<file path="config.mk">
export PLATFORM = sky130hd
export DESIGN_NAME = lzwd_cfg
export DESIGN_NICKNAME = d
export VERILOG_FILES = /design/src/lzwd_pkg.sv /design/src/lzwd_cfg.sv
export SDC_FILE = /design/constraint.sdc
export NUM_CORES = 1
export LEC_CHECK = 0
export BUFFER_PORTS_ARGS = -buffer_cell sky130_fd_sc_hd__buf_4
export CAP_MARGIN = 25
export CELL_PAD_IN_SITES_DETAIL_PLACEMENT = 1
export CELL_PAD_IN_SITES_GLOBAL_PLACEMENT = 1
export CORE_ASPECT_RATIO = 0.7
export CORE_MARGIN = 2
export CORE_UTILIZATION = 24
export CTS_CLUSTER_SIZE = 10
export DETAILED_ROUTE_END_ITERATION = 6
export PLACE_DENSITY_LB_ADDON = 0.12
export SYNTH_ARGS = -nofsm -noshare
export SYNTH_HDL_FRONTEND = slang
export SYNTH_SLANG_ARGS = --single-unit
export TNS_END_PERCENT = 5
</file>
<file path="constraint.sdc">
create_clock -name clk -period 2.1 [get_ports clk]
set_clock_uncertainty 0.1 [all_clocks]
set_input_delay 0.315 -clock clk [delete_from_list [all_inputs] [get_ports clk]]
set_output_delay 0.315 -clock clk [all_outputs]
set_load 0.005 [all_outputs]
</file>
<file path="src/lzwd_pkg.sv">
// lzwd_pkg: shared constants, field widths and controller/datapath interface types
// for the lzw code stream decoder; no dependencies
package lzwd_pkg;

	localparam int BASE_CODES         = 256;
	localparam int DICT_SIZE_DEF      = 4096;
	localparam int MAX_STRING_LEN_DEF = 64;

	localparam int CODE_WORD_W  = 16;
	localparam int BYTE_W       = 8;
	localparam int DICT_LIMIT_W = 13;

	localparam int APB_ADDR_W = 3;
	localparam int APB_DATA_W = 32;

	// register indexes (byte address = 4 * index)
	localparam logic [APB_ADDR_W-3:0] REG_DICT_LIMIT = 1'b0;

	localparam logic [DICT_LIMIT_W-1:0] DICT_LIMIT_RESET = 13'd4096;

	typedef struct packed {
		logic accept;
		logic begin_walk;
		logic push_tail;
		logic push_root;
		logic stack_rd;
		logic load_byte;
		logic load_err;
	} lzwd_cmd_t;

	typedef struct packed {
		logic halted;
		logic known;
		logic kwk;
		logic wc_root;
		logic prefix_root;
		logic room;
		logic pop_last;
		logic out_free;
	} lzwd_status_t;

endpackage

</file>
<file path="src/lzwd_cfg.sv">
// lzwd_cfg: apb-style register port holding the dictionary limit
// depends on lzwd_pkg
module lzwd_cfg (
	input  logic                              clk,
	input  logic                              arst_n,
	input  logic                              psel,
	input  logic                              penable,
	input  logic                              pwrite,
	input  logic [lzwd_pkg::APB_ADDR_W-1:0]   paddr,
	input  logic [lzwd_pkg::APB_DATA_W-1:0]   pwdata,
	output logic [lzwd_pkg::APB_DATA_W-1:0]   prdata,
	output logic                              pready,
	output logic [lzwd_pkg::DICT_LIMIT_W-1:0] dict_limit
);
	import lzwd_pkg::*;

	logic [DICT_LIMIT_W-1:0] dict_limit_q;
	logic                    sel_limit;

	assign pready     = 1'b1;
	assign sel_limit  = (paddr[APB_ADDR_W-1:2] == REG_DICT_LIMIT);
	assign dict_limit = dict_limit_q;

	always_ff @(posedge clk or negedge arst_n) begin
		if (!arst_n) begin
			dict_limit_q <= DICT_LIMIT_RESET;
		end else if (psel && penable && pwrite && pready && sel_limit) begin
			dict_limit_q <= pwdata[DICT_LIMIT_W-1:0];
		end
	end

	always_comb begin
		prdata = '0;
		if (sel_limit) begin
			prdata = APB_DATA_W'(dict_limit_q);
		end
	end

endmodule

</file>
======== Yosys cells after proc, flatten, opt, wreduce, memory -nomap -nowiden ========
Index checks and enable logic that the tools add are counted.
cells by class
  bitwise gates (word level) .............. 1
  reductions and logical operators ........ 3
  multiplexer cells ....................... 1
operator list
  kind                number
  two-way mux 13 bit  1
  logical AND 1 bit   3
  inverter 1 bit      1
storage, ports and cells
  flip-flop bits (word level) ............. 13
  input port bits ......................... 40
  logic and storage cells ................. 6
  output and inout port bits .............. 46

======== Longest topological paths before layout ========
  word-level depth ........................ 3
  mapped depth ............................ 3
  gate-level depth less buffers ........... 2

======== Worst setup path before layout ========
Ideal clock, no wire load.
  path kind ............................... input-to-reg
  start point ............................. in paddr[2] (netlist name)
  end point ............................... reg dict_limit_q[0] (netlist: dict_limit[0])
  arrival time ............................ 0.948 ns
  library setup time ...................... 0.125 ns
  path slack .............................. 0.927 ns
  path buffers ............................ 1
  required time ........................... 1.875 ns
  stages .................................. 3
  cell sequence ........................... nand4b_4 -> buf_6 -> mux2_4
between the ends
  cells in the longest elaborated chain, start to end .. 2
ends and longest elaborated chain
  element                 line            text
  start: declaration      lzwd_cfg.sv:9   input logic [lzwd_pkg::APB_ADDR_W-1:0] paddr,
  inverter 1 bit          lzwd_cfg.sv:21  assign sel_limit = (paddr[APB_ADDR_W-1:2] == REG_DICT_LIMIT);
  logical AND 1 bit       lzwd_cfg.sv:27  end else if (psel && penable && pwrite && pready && sel_limit) begin
  end signal: assignment  lzwd_cfg.sv:28  dict_limit_q <= pwdata[DICT_LIMIT_W-1:0];
  end: declaration        lzwd_cfg.sv:17  logic [DICT_LIMIT_W-1:0] dict_limit_q;
Every way passes these cells.
A chain may end at the register's enable or synchronous reset.

======== Worst setup path in the final report ========
  start point ............................. reg dict_limit_q[12] (netlist: dict_limit[12])
  end point ............................... out prdata[12] (netlist name)
between the ends
  cells in the longest elaborated chain, start to end .. 1
ends and longest elaborated chain
  element             line            text
  two-way mux 13 bit  lzwd_cfg.sv:34  if (sel_limit) begin
  end: declaration    lzwd_cfg.sv:11  output logic [lzwd_pkg::APB_DATA_W-1:0] prdata,
Every way passes these cells.

==> metrics.md <==
| Metric | Value |
|---|---|
| Outcome | finished clean |
| Multiplexer area fraction after synthesis | 0.232 |
| Logic gate share of total power | 0.345 |
| Die Footprint | 0.00378 mm² |
| Hold_sp | pwdata[5] |
| Chip Height | 52.1 µm |
| Port Buffer Count | 44 |
| Htree depth | 1 |
| CP max stage cell | dfstp_2 |
| Die W | 72.7 µm |
| R2R Path End | dict_limit[7] |
| Vias in the first global route | 546 |
| Critical Path AT | 0.99 ns |
| PostCTS Resize Cnt | 0 |
| Post-Syn Instances | 64 |
| VDD IR max | 0.000340 V |
| Aggregate global routing overflow | 0 |
| Slowest Stage Delay on Critical Path | 0.53 ns |
| CTS clk-pin slew, worst paths | 0.06 ns |
| Antenna violations before repair | 0 |
| Syn avg cell area | 12.4 µm² |
| Cells taking the most area after synthesis | dfrtp_1 38%, buf_4 19%, mux2_4 19% |
| Reg2reg start | dict_limit[7] |
| Max Freq | 0.714 GHz |
| Critical path class | flip-flop to output port |
| Largest family of logic cells by synthesized area | multiplexers |
| Cell taking the most area after synthesis | dfrtp_1 |
| Gpl congestion | 0.628 |
| Post-route ant nets | 0 |
| DR vias | 540 |
| Register area share after synthesis | 0.412 |
| Worst Path Max Fanout | 3 |
| Setup crit end | prdata[12] |
| Worst R2R Setup Slack | 1.22 ns |
| CTS tree | built |
| Worst setup EP type | output port |
| Max FFs per register | 13 |
| Row count | 17 |
| Buf/Inv on CP | 1 |
| Initial Util | 0.252 |
| Final setup fails | 0 |
| Hold Vio Cnt, Final | 0 |
| Avg Vias per Cell | 3.67 |
| Warning count from the yosys run | 0 |
| Internal power | 0.655 mW |
| WP depth | 2 |
| Netlist Area Pre-Place | 792 µm² |
| Synth-to-Final Area Change | 42.3% |
| Cell variety after synth | 11 |
| Crit share post-route | 0.667 |
| Clock Tree Buf Depth | 2 |
| TritonCTS Buffers | 3 |
| Final Slew Violations | 0 |
| Synth top area share | 0.379 |
| First-pass GRT wire length | 2620 µm |
| P_leak | 0.625 nW |
| Avg WL per Cell | 11.9 µm |
| Final Total Pwr | 0.875 mW |
| Final setup TNS | 0 ns |
| Post-synthesis simple-gate area fraction | 0.137 |
| R2r worst-path depth | 1 |
| Total global-route track usage | 0.0957 |
| Crit path launch | dict_limit[12] |
| Largest net degree at the start of global routing | 15 |
| Crit path required time | 1.68 ns |
| Sw Ratio | 0.252 |
| I/O Pins | 86 |
| Max cap viols | 0 |
| Core footprint | 0.00315 mm² |
| Clock share of power | 0.254 |
| Pwr per Cell Area | 776 mW/mm² |
| Share of cells above drive strength 1 | 0.569 |
| Top delay family on crit path | flip-flops |
| Flops & latches, synth | 13 |
| Worst min path class | primary input to flip-flop |
| Switching power | 0.220 mW |
| Post-synthesis compound-gate area fraction | 0 |
| Worst Setup Start Kind | flip-flop |
| Total Wirelength | 1750 µm |
| Post-route DRC violation count | 0 |
| Antenna diodes | 0 |
| Unrepaired setup endpoints after global routing | false |
| Fillers | 373 |
| First drt pass iteration count | 2 |
| XOR/XNOR Fraction of Synth Area | 0 |
| Clock sink total | 13 |
| Clock tree root driver cell | clkbuf_8 |
| Flop pwr share | 0.401 |
| Clock latency at the later pin of the worst-skew pair | 0.24 ns |
| Detailed Route Iter0 Violations | 8 |
| Nets | 150 |
| Critical path, cell by cell | and2b_1 > buf_4 |
| Fin crit period | 1.40 ns |
| Adder-cell share of the synthesized area | 0 |
==> per-layer routing <==
layer  share of wire  vias to the layer above  track usage
li1                -                      254            -
met1            0.44                      248        0.106
met2            0.45                       36        0.159
met3            0.10                        2       0.0523
met4          0.0069                        0       0.0278
met5               0                        -            0
==> placed cells by master (no fill, tap or decap) <==
cell type / instances
buf_4: 44
mux2_4: 10
clkbuf_1: 1
dlygate4sd3_1: 1
and2b_1: 3
clkbuf_8: 3
dfstp_2: 1
nand4b_4: 1
nor2b_1: 10
dfrtp_1: 12
conb_1: 20
mux2_2: 3
==> power by group through the flow <==
stage / sequential [mW] / combinational (mW) / clock (mW)
after CTS: 0.351 / 0.308 / 0.236
after global placement: 0.352 / 0.302 / 0
final: 0.351 / 0.302 / 0.222
after floorplan: 0.353 / 0.149 / 0
after global routing: 0.362 / 0.329 / 0.249
after detailed placement: 0.355 / 0.306 / 0
==> worst min-delay path by stage <==
| stage | endpoint | cells past startpoint | slack, ns |
|---|---|---|---|
| 4_1_cts | dict_limit[5] | 2 | 0.20 |
| 6_report | dict_limit[5] | 2 | 0.20 |
| 3_5_place_dp | dict_limit[8] | 1 | 0.08 |
| 3_3_place_gp | dict_limit[1] | 1 | 0.08 |
| 5_1_grt | dict_limit[2] | 2 | 0.19 |
| 2_1_floorplan | dict_limit[0] | 0 | -0.08 |
==> metrics by stage <==
step | hold WS [ns] | std cells | area (µm²) | utilization | setup WS (ns)
2_1_floorplan | -0.0806 | 82 | 860 | - | 0.927
3_3_place_gp | 0.0762 | 142 | 1070 | 0.341 | 0.562
3_5_place_dp | 0.0772 | 142 | 1070 | 0.341 | 0.559
4_1_cts | 0.196 | 147 | 1130 | 0.358 | 0.682
5_1_grt | 0.192 | 147 | 1130 | 0.358 | 0.640
6_report | 0.202 | 147 | 1130 | 0.358 | 0.699
==> synthesized netlist by cell type <==
cell type  number
and2b_1         3
buf_4          20
buf_6           1
clkbuf_1        1
conb_1          2
dfrtp_1        12
dfstp_2         1
mux2_2          3
mux2_4         10
nand4b_4        1
nor2b_1        10
==> repair_timing <==
item	4_1_cts	5_1_grt
hold buffers	1	0
endpoints found under the setup margin	0	0
buffers inserted	0	0
endpoints found under the hold margin	12	0
==> cells by family (layout without fill, tap and decap cells) <==
kind of cell	Yosys count	after routing
flops	13	13
simple gates	14	14
buf+inv	22	49
mux	13	13
other cells	2	20
==> cell type report <==
type,instances,area (µm²),area share
multi-input combinational,47,368,0.326
timing repair buffer,45,340,0.302
sequential,13,327,0.290
tap,38,47.5,0.0422
clock buffer,4,45.0,0.0400
(Power assumes the default switching activity.)
