===== src/lzwd_pkg.sv =====
// lzwd_pkg: shared constants, field widths and controller/datapath interface types
// for the lzw code stream decoder; no dependencies
package lzwd_pkg;

	localparam int BASE_CODES         = 256;
	localparam int DICT_SIZE_DEF      = 4096;
	localparam int MAX_STRING_LEN_DEF = 64;

	localparam int CODE_WORD_W  = 16;
	localparam int BYTE_W       = 8;
	localparam int DICT_LIMIT_W = 13;

	localparam int APB_ADDR_W = 3;
	localparam int APB_DATA_W = 32;

	// register indexes (byte address = 4 * index)
	localparam logic [APB_ADDR_W-3:0] REG_DICT_LIMIT = 1'b0;

	localparam logic [DICT_LIMIT_W-1:0] DICT_LIMIT_RESET = 13'd4096;

	typedef struct packed {
		logic accept;
		logic begin_walk;
		logic push_tail;
		logic push_root;
		logic stack_rd;
		logic load_byte;
		logic load_err;
	} lzwd_cmd_t;

	typedef struct packed {
		logic halted;
		logic known;
		logic kwk;
		logic wc_root;
		logic prefix_root;
		logic room;
		logic pop_last;
		logic out_free;
	} lzwd_status_t;

endpackage


===== src/lzwd_ctrl.sv =====
// lzwd_ctrl: sequencing state machine for decode, chain walk and byte emission
// depends on lzwd_pkg; drives lzwd_datapath
module lzwd_ctrl (
	input  logic                   clk,
	input  logic                   arst_n,
	input  logic                   code_valid,
	output logic                   code_ready,
	input  lzwd_pkg::lzwd_status_t status,
	output lzwd_pkg::lzwd_cmd_t    cmd
);
	import lzwd_pkg::*;

	typedef enum logic [6:0] {
		S_IDLE   = 7'b0000001,
		S_DECIDE = 7'b0000010,
		S_CHAIN  = 7'b0000100,
		S_ROOT   = 7'b0001000,
		S_RD     = 7'b0010000,
		S_LD     = 7'b0100000,
		S_ERR    = 7'b1000000
	} state_t;

	state_t state_q;
	state_t state_d;

	assign code_ready = (state_q == S_IDLE);

	always_comb begin
		state_d = state_q;
		cmd     = '0;
		case (state_q)
			S_IDLE: begin
				if (code_valid) begin
					cmd.accept = 1'b1;
					state_d    = S_DECIDE;
				end
			end
			S_DECIDE: begin
				if (status.halted) begin
					state_d = S_IDLE;
				end else if (status.known || status.kwk) begin
					cmd.begin_walk = 1'b1;
					state_d        = status.wc_root ? S_ROOT : S_CHAIN;
				end else begin
					state_d = S_ERR;
				end
			end
			S_CHAIN: begin
				if (!status.room) begin
					state_d = S_ERR;
				end else begin
					cmd.push_tail = 1'b1;
					state_d       = status.prefix_root ? S_ROOT : S_CHAIN;
				end
			end
			S_ROOT: begin
				if (!status.room) begin
					state_d = S_ERR;
				end else begin
					cmd.push_root = 1'b1;
					state_d       = S_RD;
				end
			end
			S_RD: begin
				cmd.stack_rd = 1'b1;
				state_d      = S_LD;
			end
			S_LD: begin
				if (status.out_free) begin
					cmd.load_byte = 1'b1;
					if (status.pop_last) begin
						state_d = S_IDLE;
					end
				end
			end
			S_ERR: begin
				if (status.out_free) begin
					cmd.load_err = 1'b1;
					state_d      = S_IDLE;
				end
			end
			default: begin
				state_d = S_IDLE;
			end
		endcase
	end

	always_ff @(posedge clk or negedge arst_n) begin
		if (!arst_n) begin
			state_q <= S_IDLE;
		end else begin
			state_q <= state_d;
		end
	end

endmodule


===== config.mk =====
export PLATFORM = sky130hd
export DESIGN_NAME = lzwd_ctrl
export DESIGN_NICKNAME = d
export VERILOG_FILES = /design/src/lzwd_pkg.sv /design/src/lzwd_ctrl.sv
export SDC_FILE = /design/constraint.sdc
export NUM_CORES = 1
export LEC_CHECK = 0
export ABC_AREA = 1
export BUFFER_PORTS_ARGS = -buffer_cell sky130_fd_sc_hd__buf_2
export CAP_MARGIN = 20
export CORE_AREA = 2 2 39 41
export DETAILED_ROUTE_END_ITERATION = 8
export DIE_AREA = 0 0 41 43
export SLEW_MARGIN = 20
export SYNTH_ARGS = -nofsm -noshare
export SYNTH_HDL_FRONTEND = slang
export SYNTH_SLANG_ARGS = --single-unit

===== constraint.sdc =====
create_clock -name clk -period 1.54 [get_ports clk]
set_input_delay 0.077 -clock clk [delete_from_list [all_inputs] [get_ports clk]]
set_output_delay 0.077 -clock clk [all_outputs]
set_load 0.01 [all_outputs]

# Yosys cells after proc, flatten, opt, wreduce, memory -nomap -nowiden

Cells that the tools add are included.

Word-level logic and storage cells: 37
Flip-flop bits (word level): 7

Muxes and demuxes: 23
Reductions and logical operators: 2
Equality and inequality tests: 11

Operators with widths:

| kind               | number |
|---|---|
| $mux 7             | 8 |
| $pmux 7 s7         | 1 |
| $mux 1             | 12 |
| $mux 4             | 2 |
| $ne 2x2->1 const B | 4 |
| $eq 7x1->1 const B | 1 |
| $eq 7x2->1 const B | 1 |
| $eq 7x3->1 const B | 1 |
| $eq 7x4->1 const B | 1 |
| $eq 7x5->1 const B | 1 |
| $eq 7x6->1 const B | 1 |
| $eq 7x7->1 const B | 1 |
| $reduce_and 4->1   | 1 |
| $logic_or 1x1->1   | 1 |

# Longest topological paths before layout

Gate-level depths: netlist of run 1.

Word-level depth: 4
Mapped depth: 9
Mapped depth without buffers: 9

# Least setup slack after synthesis of run 1

OpenSTA, ideal clock, no wires.

Kind: register -> output
From: reg state_q[0]
To: out cmd[6] in the netlist's numbering
Cell stages (with the launch flop): 7
Required time: 1.463 ns
Buffers on the path: 0
Path slack: 0.244 ns
Arrival time: 1.219 ns
Cell sequence: dfstp_2 inv_1 nor2_1 nand2_1 nor2_4 inv_2 nor3_1

RTL lines:

| element                | RTL line        | text |
|---|---|---|
| from (decl)            | lzwd_ctrl.sv:23 | `state_t state_q;` |
| from (signal assigned) | lzwd_ctrl.sv:92 | `state_q <= state_d;` |
| to (decl)              | lzwd_ctrl.sv:9  | `output lzwd_pkg::lzwd_cmd_t cmd` |

==> metrics, run 1 <==
biggest regs=state_q x7; DRT Wirelength=1149 um; CP startpoint kind=register; DRC errors left=0; Fin. Hold Viols=0; # port buffers=18; FP Rows=14; count leader, synth=nand2_1; Mapped Nets=a little over 80; GPL Wtd Cong=roughly 0.8; Synth Warn #=0; top cell type's share of synthesized area=0.3023; # diodes=0; Final Max Tran Viols=0; top post-synthesis cells by area=dfrtp_1 (30%), nand2_1 (12%), nor2_1 (9.1%); Post-Synthesis Cells=70; WP data required=1.46 ns; Root Driver=clkbuf_4; via count=517; CTS tree=done; Hold WC Path Type=in2reg; Critical Path AT=1.51 ns; initial antenna violation count=0; clock sink count=7; core footprint=roughly 1400 um^2; slew margin rel.=0.8574; setup TNS=-0.04248 ns; total CTS buffers=3; vias per inst=4.496; die area=1763 um^2; die width=~40 um; HPWL Detailed=around 840 um; # setup viols final=1; post-synth top area cell=dfrtp_1; Seq cells post-synth=7; MaxCap Viol Count=0; Clk Latency, worst-skew pair=about 0.26 ns; filler cell count=about 150; Initial DRC Count=6; Area Growth Syn to Fin=41.31%; Final Critical Period=approximately 1.6 ns; max reg flops=7; detailed-router iteration count before antenna repair=4; Tot GR Track Use=0.1537; Crit Path Class=reg2out; tightest hold margin=roughly 0.00047 ns; top post-synthesis cells by count=nand2_1 (16), nor2_1 (12), inv_1 (9), dfrtp_1 (6), nand3_1 (5); I/O pins=19; PD cells=1381 nW/um^2; CTS clk-pin slew, worst paths=roughly 0.060 ns; crit share post-route=1.028; grt ovf=0; worst slew pin tran=about 0.21 ns; Largest Register=state_q; Final nets=roughly 110; RSZ-0062 raised after global routing=yes; vias in the first global route=between 400 and 500; Worst Path Max Fanout=3; CTS H-Tree Depth=1; IR drop worst, VDD=0.6599 mV; Final Core Density=0.5072; Leakage=0.3778 nW; first-pass GRT wire length=between 1500 and 2000 um; register area share after synthesis=0.3552; most used flip-flop cell after synthesis=dfrtp_1; mean post-synth cell area=between 7 and 8 um^2; Starting Density=0.3590; Setup crit end kind=output pin; violated checks=negative setup slack; Peak Freq=about 630 MHz; share of cells above drive strength 1=0.4646; largest net degree at the start of global routing=8; status=finished with violations; Worst Skew=approximately 0.0076 ns; routed length per instance=around 10 um; final antenna-violating net count=0; post-synthesis cell area=496.7 um^2; Setup WS post-layout=-0.04248 ns; post-synth cell types=18; CTS Buffer Depth=2; Async SR Flop Fraction=1.000; die height=between 40 and 50 um; Post-synth EDFFs=0
final timing paths:
check / to / start / cells after the start / slack [ns]
hold / removal: state_q[2] / status[3] / 2 / 0.0005
setup reg to reg: state_q[0] / state_q[0] / 10 / 0.20
min in group asynchronous: state_q[6] / arst_n / 2 / 0.18
setup / recovery: cmd[6] / state_q[0] / 7 / -0.04
hold reg to reg: state_q[5] / state_q[4] / 2 / 0.62
max in group asynchronous: state_q[0] / arst_n / 2 / 1.12
cell families after synthesis:
logic type / share of synthesized area
and+or+nand+nor: 0.5264
DFF: 0.3552
buffers and inverters: 0.07555
AOI/OAI and AO/OA: 0.04282
per-layer routing:
metal	routed length (um)	part of all wire	track usage	up-vias
met2	561	0.49	0.2531	16
met4	27	0.023	0.08000	0
met5	0	0	0	-
li1	-	-	-	279
met3	60	0.052	0.03141	5
met1	499	0.43	0.1743	217
power by group:
group | internal [mW] | switching [mW] | total [mW]
Clock | 0.0953 | 0.0761 | 0.171
Sequential | 0.228 | 0.0315 | 0.260
Combinational | 0.241 | 0.297 | 0.538
Total | 0.565 | 0.404 | 0.969
cell type report:
| type | count | area [um^2] | area share |
|---|---|---|---|
| multi-input cells | 53 | 295.3 | 0.4207 |
| flip-flops and latches | 7 | 176.4 | 0.2513 |
| repair buffers | 25 | 145.1 | 0.2068 |
| inverters | 10 | 37.54 | 0.05348 |
| clock buffers | 3 | 22.52 | 0.03209 |
| well taps | 16 | 20.02 | 0.02852 |
| clock inverters | 1 | 5.005 | 0.007130 |
worst max-delay path, cell delays in order, from the launching register on:
cell	delay, ns
dfstp_2	0.53
inv_2	0.04
nor2_2	0.09
nand2_2	0.07
nor2_4	0.10
inv_2	0.07
nor3_2	0.19
buf_2	0.16
cell usage in the layout, fill, tap and decap left out, drive strengths merged:
cell	count
inv	10
nor3	6
nor2	16
o21ai	2
dfstp	1
o211ai	1
nand3	5
nand4	1
and2	2
nand2	19
clkinv	1
dfrtp	6
nor4	1
dlygate4sd3	1
buf	24
clkbuf	3
through the flow:
stage               setup WS [ns]  instance area (um^2)  std cells  power (mW)
floorplan                  0.2440                 496.7         70      0.5508
global placement           0.2227                 606.8        104      0.6528
detailed placement         0.2170                 606.8        104      0.6549
CTS                      -0.01950                 701.9        115      0.9623
global route             -0.08725                 701.9        115       1.035
finish                   -0.04248                 701.9        115      0.9691
timing repair:
| item | CTS | global route |
|---|---|---|
| pin swaps | 5 | 5 |
| setup buffers | 6 | 0 |
| endpoints found under the hold margin | 7 | 0 |
| endpoints found under the setup margin | 1 | 5 |
| hold buffers | 1 | 0 |
| gates resized for setup | 5 | 1 |
(Power assumes the default switching activity.)
==> run 2, diff against run 1 <==
Settings changed: PLACE_DENSITY set to 0.73, REMOVE_ABC_BUFFERS set to 1.
==> run 2 against run 1 <==
The run now ends clean. Global-route usage decreased by 1.9 points. Total power decreased by 7.0%. Hold slack about the same. Final area increased by 0.71%. Final cell count unchanged. Register-to-register slack about the same. Sequential share of layout area decreased by 0.18 points.
==> metrics, run 2 (same netlist as run 1, synthesis figures left out) <==
largest net degree at the start of global routing=8 (unchanged); Starting Density=0.3590 (unchanged); sw frac=0.4201 (+0.003061); # setup viols final=0 (-1); final antenna-violating net count=0 (unchanged); commonest non-fill, non-tap cells in the layout=buf_2 (18), nand2_1 (15), nor2_1 (10); Root Driver=clkbuf_4; Fin. Hold Viols=0 (unchanged); CP Launch Point=state_q[0]; Peak Freq=650.4 MHz (+2.9%); die height=43 um (unchanged); Reg2Reg Launch Point=state_q[0]; CP startpoint kind=register; via count=525 (+1.5%); PD cells=1275 nW/um^2 (-7.6%); vias per inst=4.565 (+1.5%); CTS H-Tree Depth=1 (unchanged); IR drop worst, VDD=0.7250 mV (+9.9%); share of cells above drive strength 1=0.4747 (+0.01010); Combinational Power Share=0.523 (-0.032); DRT Wirelength=1040 um (-9.5%); internal power=0.5228 mW (-7.5%); Initial DRC Count=4 (-2); biggest regs=state_q x7; CTS clk-pin slew, worst paths=0.05 ns (about the same); Setup crit end kind=output pin; initial antenna violation count=0 (unchanged); worst-case reg-to-reg path depth=10 (unchanged); MaxCap Viol Count=0 (unchanged); slew margin rel.=0.8394 (-0.01797); non-filler cells, final=115 (unchanged); FP Rows=14 (unchanged); clock sink count=7 (unchanged); Largest Register=state_q; Crit Path Class=reg2out; Final Core Density=0.5109 (+0.003617); Placed Cells=104 (unchanged); Clk Latency, worst-skew pair=0.26 ns (about the same); worst slew pin tran=0.2386 ns (+0.02553 ns); DRC errors left=0 (unchanged); Setup WS post-layout=0.002570 ns (+0.04505 ns); core footprint=1384 um^2 (unchanged); Final Critical Period=1.537 ns (-0.04505 ns); HPWL Detailed=876.6 um (+3.9%); RSZ-0062 raised after global routing=yes; Flop pwr share=0.288 (+0.020); Worst Skew=0.005552 ns (-0.001999 ns); Clk pwr share=0.189 (+0.012); Final Max Tran Viols=0 (unchanged); Area Growth Syn to Fin=42.32%; vias in the first global route=461 (-3.4%); GPL Wtd Cong=0.8944 (+13%); first-pass GRT wire length=1628 um (-9.9%); Worst Path Max Fanout=3 (unchanged); die area=1763 um^2 (unchanged); Hold EP=state_q[2]; routed length per instance=9.043 um (-9.5%); Switch Pwr=0.3787 mW (-6.3%); Final nets=111 (unchanged); Final Total Pwr=0.9015 mW (-7.0%); crit share post-route=0.9983 (-0.02925); total CTS buffers=3 (unchanged); I/O pins=19 (unchanged); die width=41 um (unchanged); flop2flop setup slack=0.20 ns (about the same); Hold WC Path Type=in2reg; max reg flops=7 (unchanged); Worst Hold Launch=status[3]; detailed-router iteration count before antenna repair=2 (-2); # diodes=0 (unchanged); Place WS=0.2327 ns (+0.01571 ns); Hold Crit Depth=2 (unchanged); R2R Path End=state_q[0]; tightest hold margin=0.0008903 ns (+0.0004202 ns); status=finished, final reports clean; # port buffers=18 (unchanged); WP data required=1.46 ns (about the same); Leakage=0.3814 nW (+0.95%); CTS Buffer Depth=2 (unchanged); Tot GR Track Use=0.1350 (-0.01867); grt ovf=0 (unchanged); CTS tree=done; Critical Path AT=1.46 ns (-0.05 ns); most common cell after layout, fill and taps aside=buf_2
## run 2: cell counts in the layout (fill, tap and decap cells not counted)
Identical to the previous run, type by type.
## run 2: what timing repair did
action                                  CTS  global route
endpoints found under the setup margin    1             3
cloned                                    0             0
resized for setup                         2             5
endpoints found under the hold margin     7             0
buffers inserted                          2             4
hold buffers                              1             0
pin swaps                                 4             6
## run 2: through the flow
step / area, um^2 / TNS [ns]
final: 706.9 / 0
after global routing: 706.9 / -0.06746
after detailed placement: 606.8 / 0
after CTS: 664.4 / -0.03111
after floorplan: 496.7 / 0
after global placement: 606.8 / 0
## run 2: layout make-up
class	count	area [um^2]
Fill cell	135	676.9
Multi-Input combinational cell	53	300.3
Sequential cell	7	176.4
Timing Repair Buffer	25	145.1
Inverter	10	37.54
Clock buffer	3	22.52
Tap cell	16	20.02
Clock inverter	1	5.005
## run 2: power groups by stage
stage,sequential (mW),clock [mW],combinational [mW]
3_3_place_gp,0.255,0,0.389
5_1_grt,0.262,0.183,0.528
6_report,0.259,0.171,0.472
3_5_place_dp,0.257,0,0.399
4_1_cts,0.256,0.172,0.452
2_1_floorplan,0.252,0,0.299
## run 2: critical path, stage by stage, from the launching register on
cell,delay [ns]
dfstp_2,0.54
nor2_2,0.06
nand2_2,0.07
inv_1,0.06
nand4_1,0.11
nand2_2,0.08
nor3_2,0.14
buf_2,0.14
## run 2: how the worst max path moves through the flow
stage,endpoint,slack [ns],cells past startpoint
6_report,cmd[6],0.003,7
5_1_grt,cmd[6],-0.06,7
4_1_cts,cmd[6],-0.03,8
3_5_place_dp,cmd[6],0.23,7
3_3_place_gp,cmd[6],0.25,7
2_1_floorplan,cmd[6],0.24,6
## run 2: per-layer routing
metal	routed length, um	vias up	track usage
li1	-	280	-
met1	447	225	0.1567
met2	492	17	0.2219
met3	76	3	0.03141
met4	23	0	0.06000
met5	0	-	0
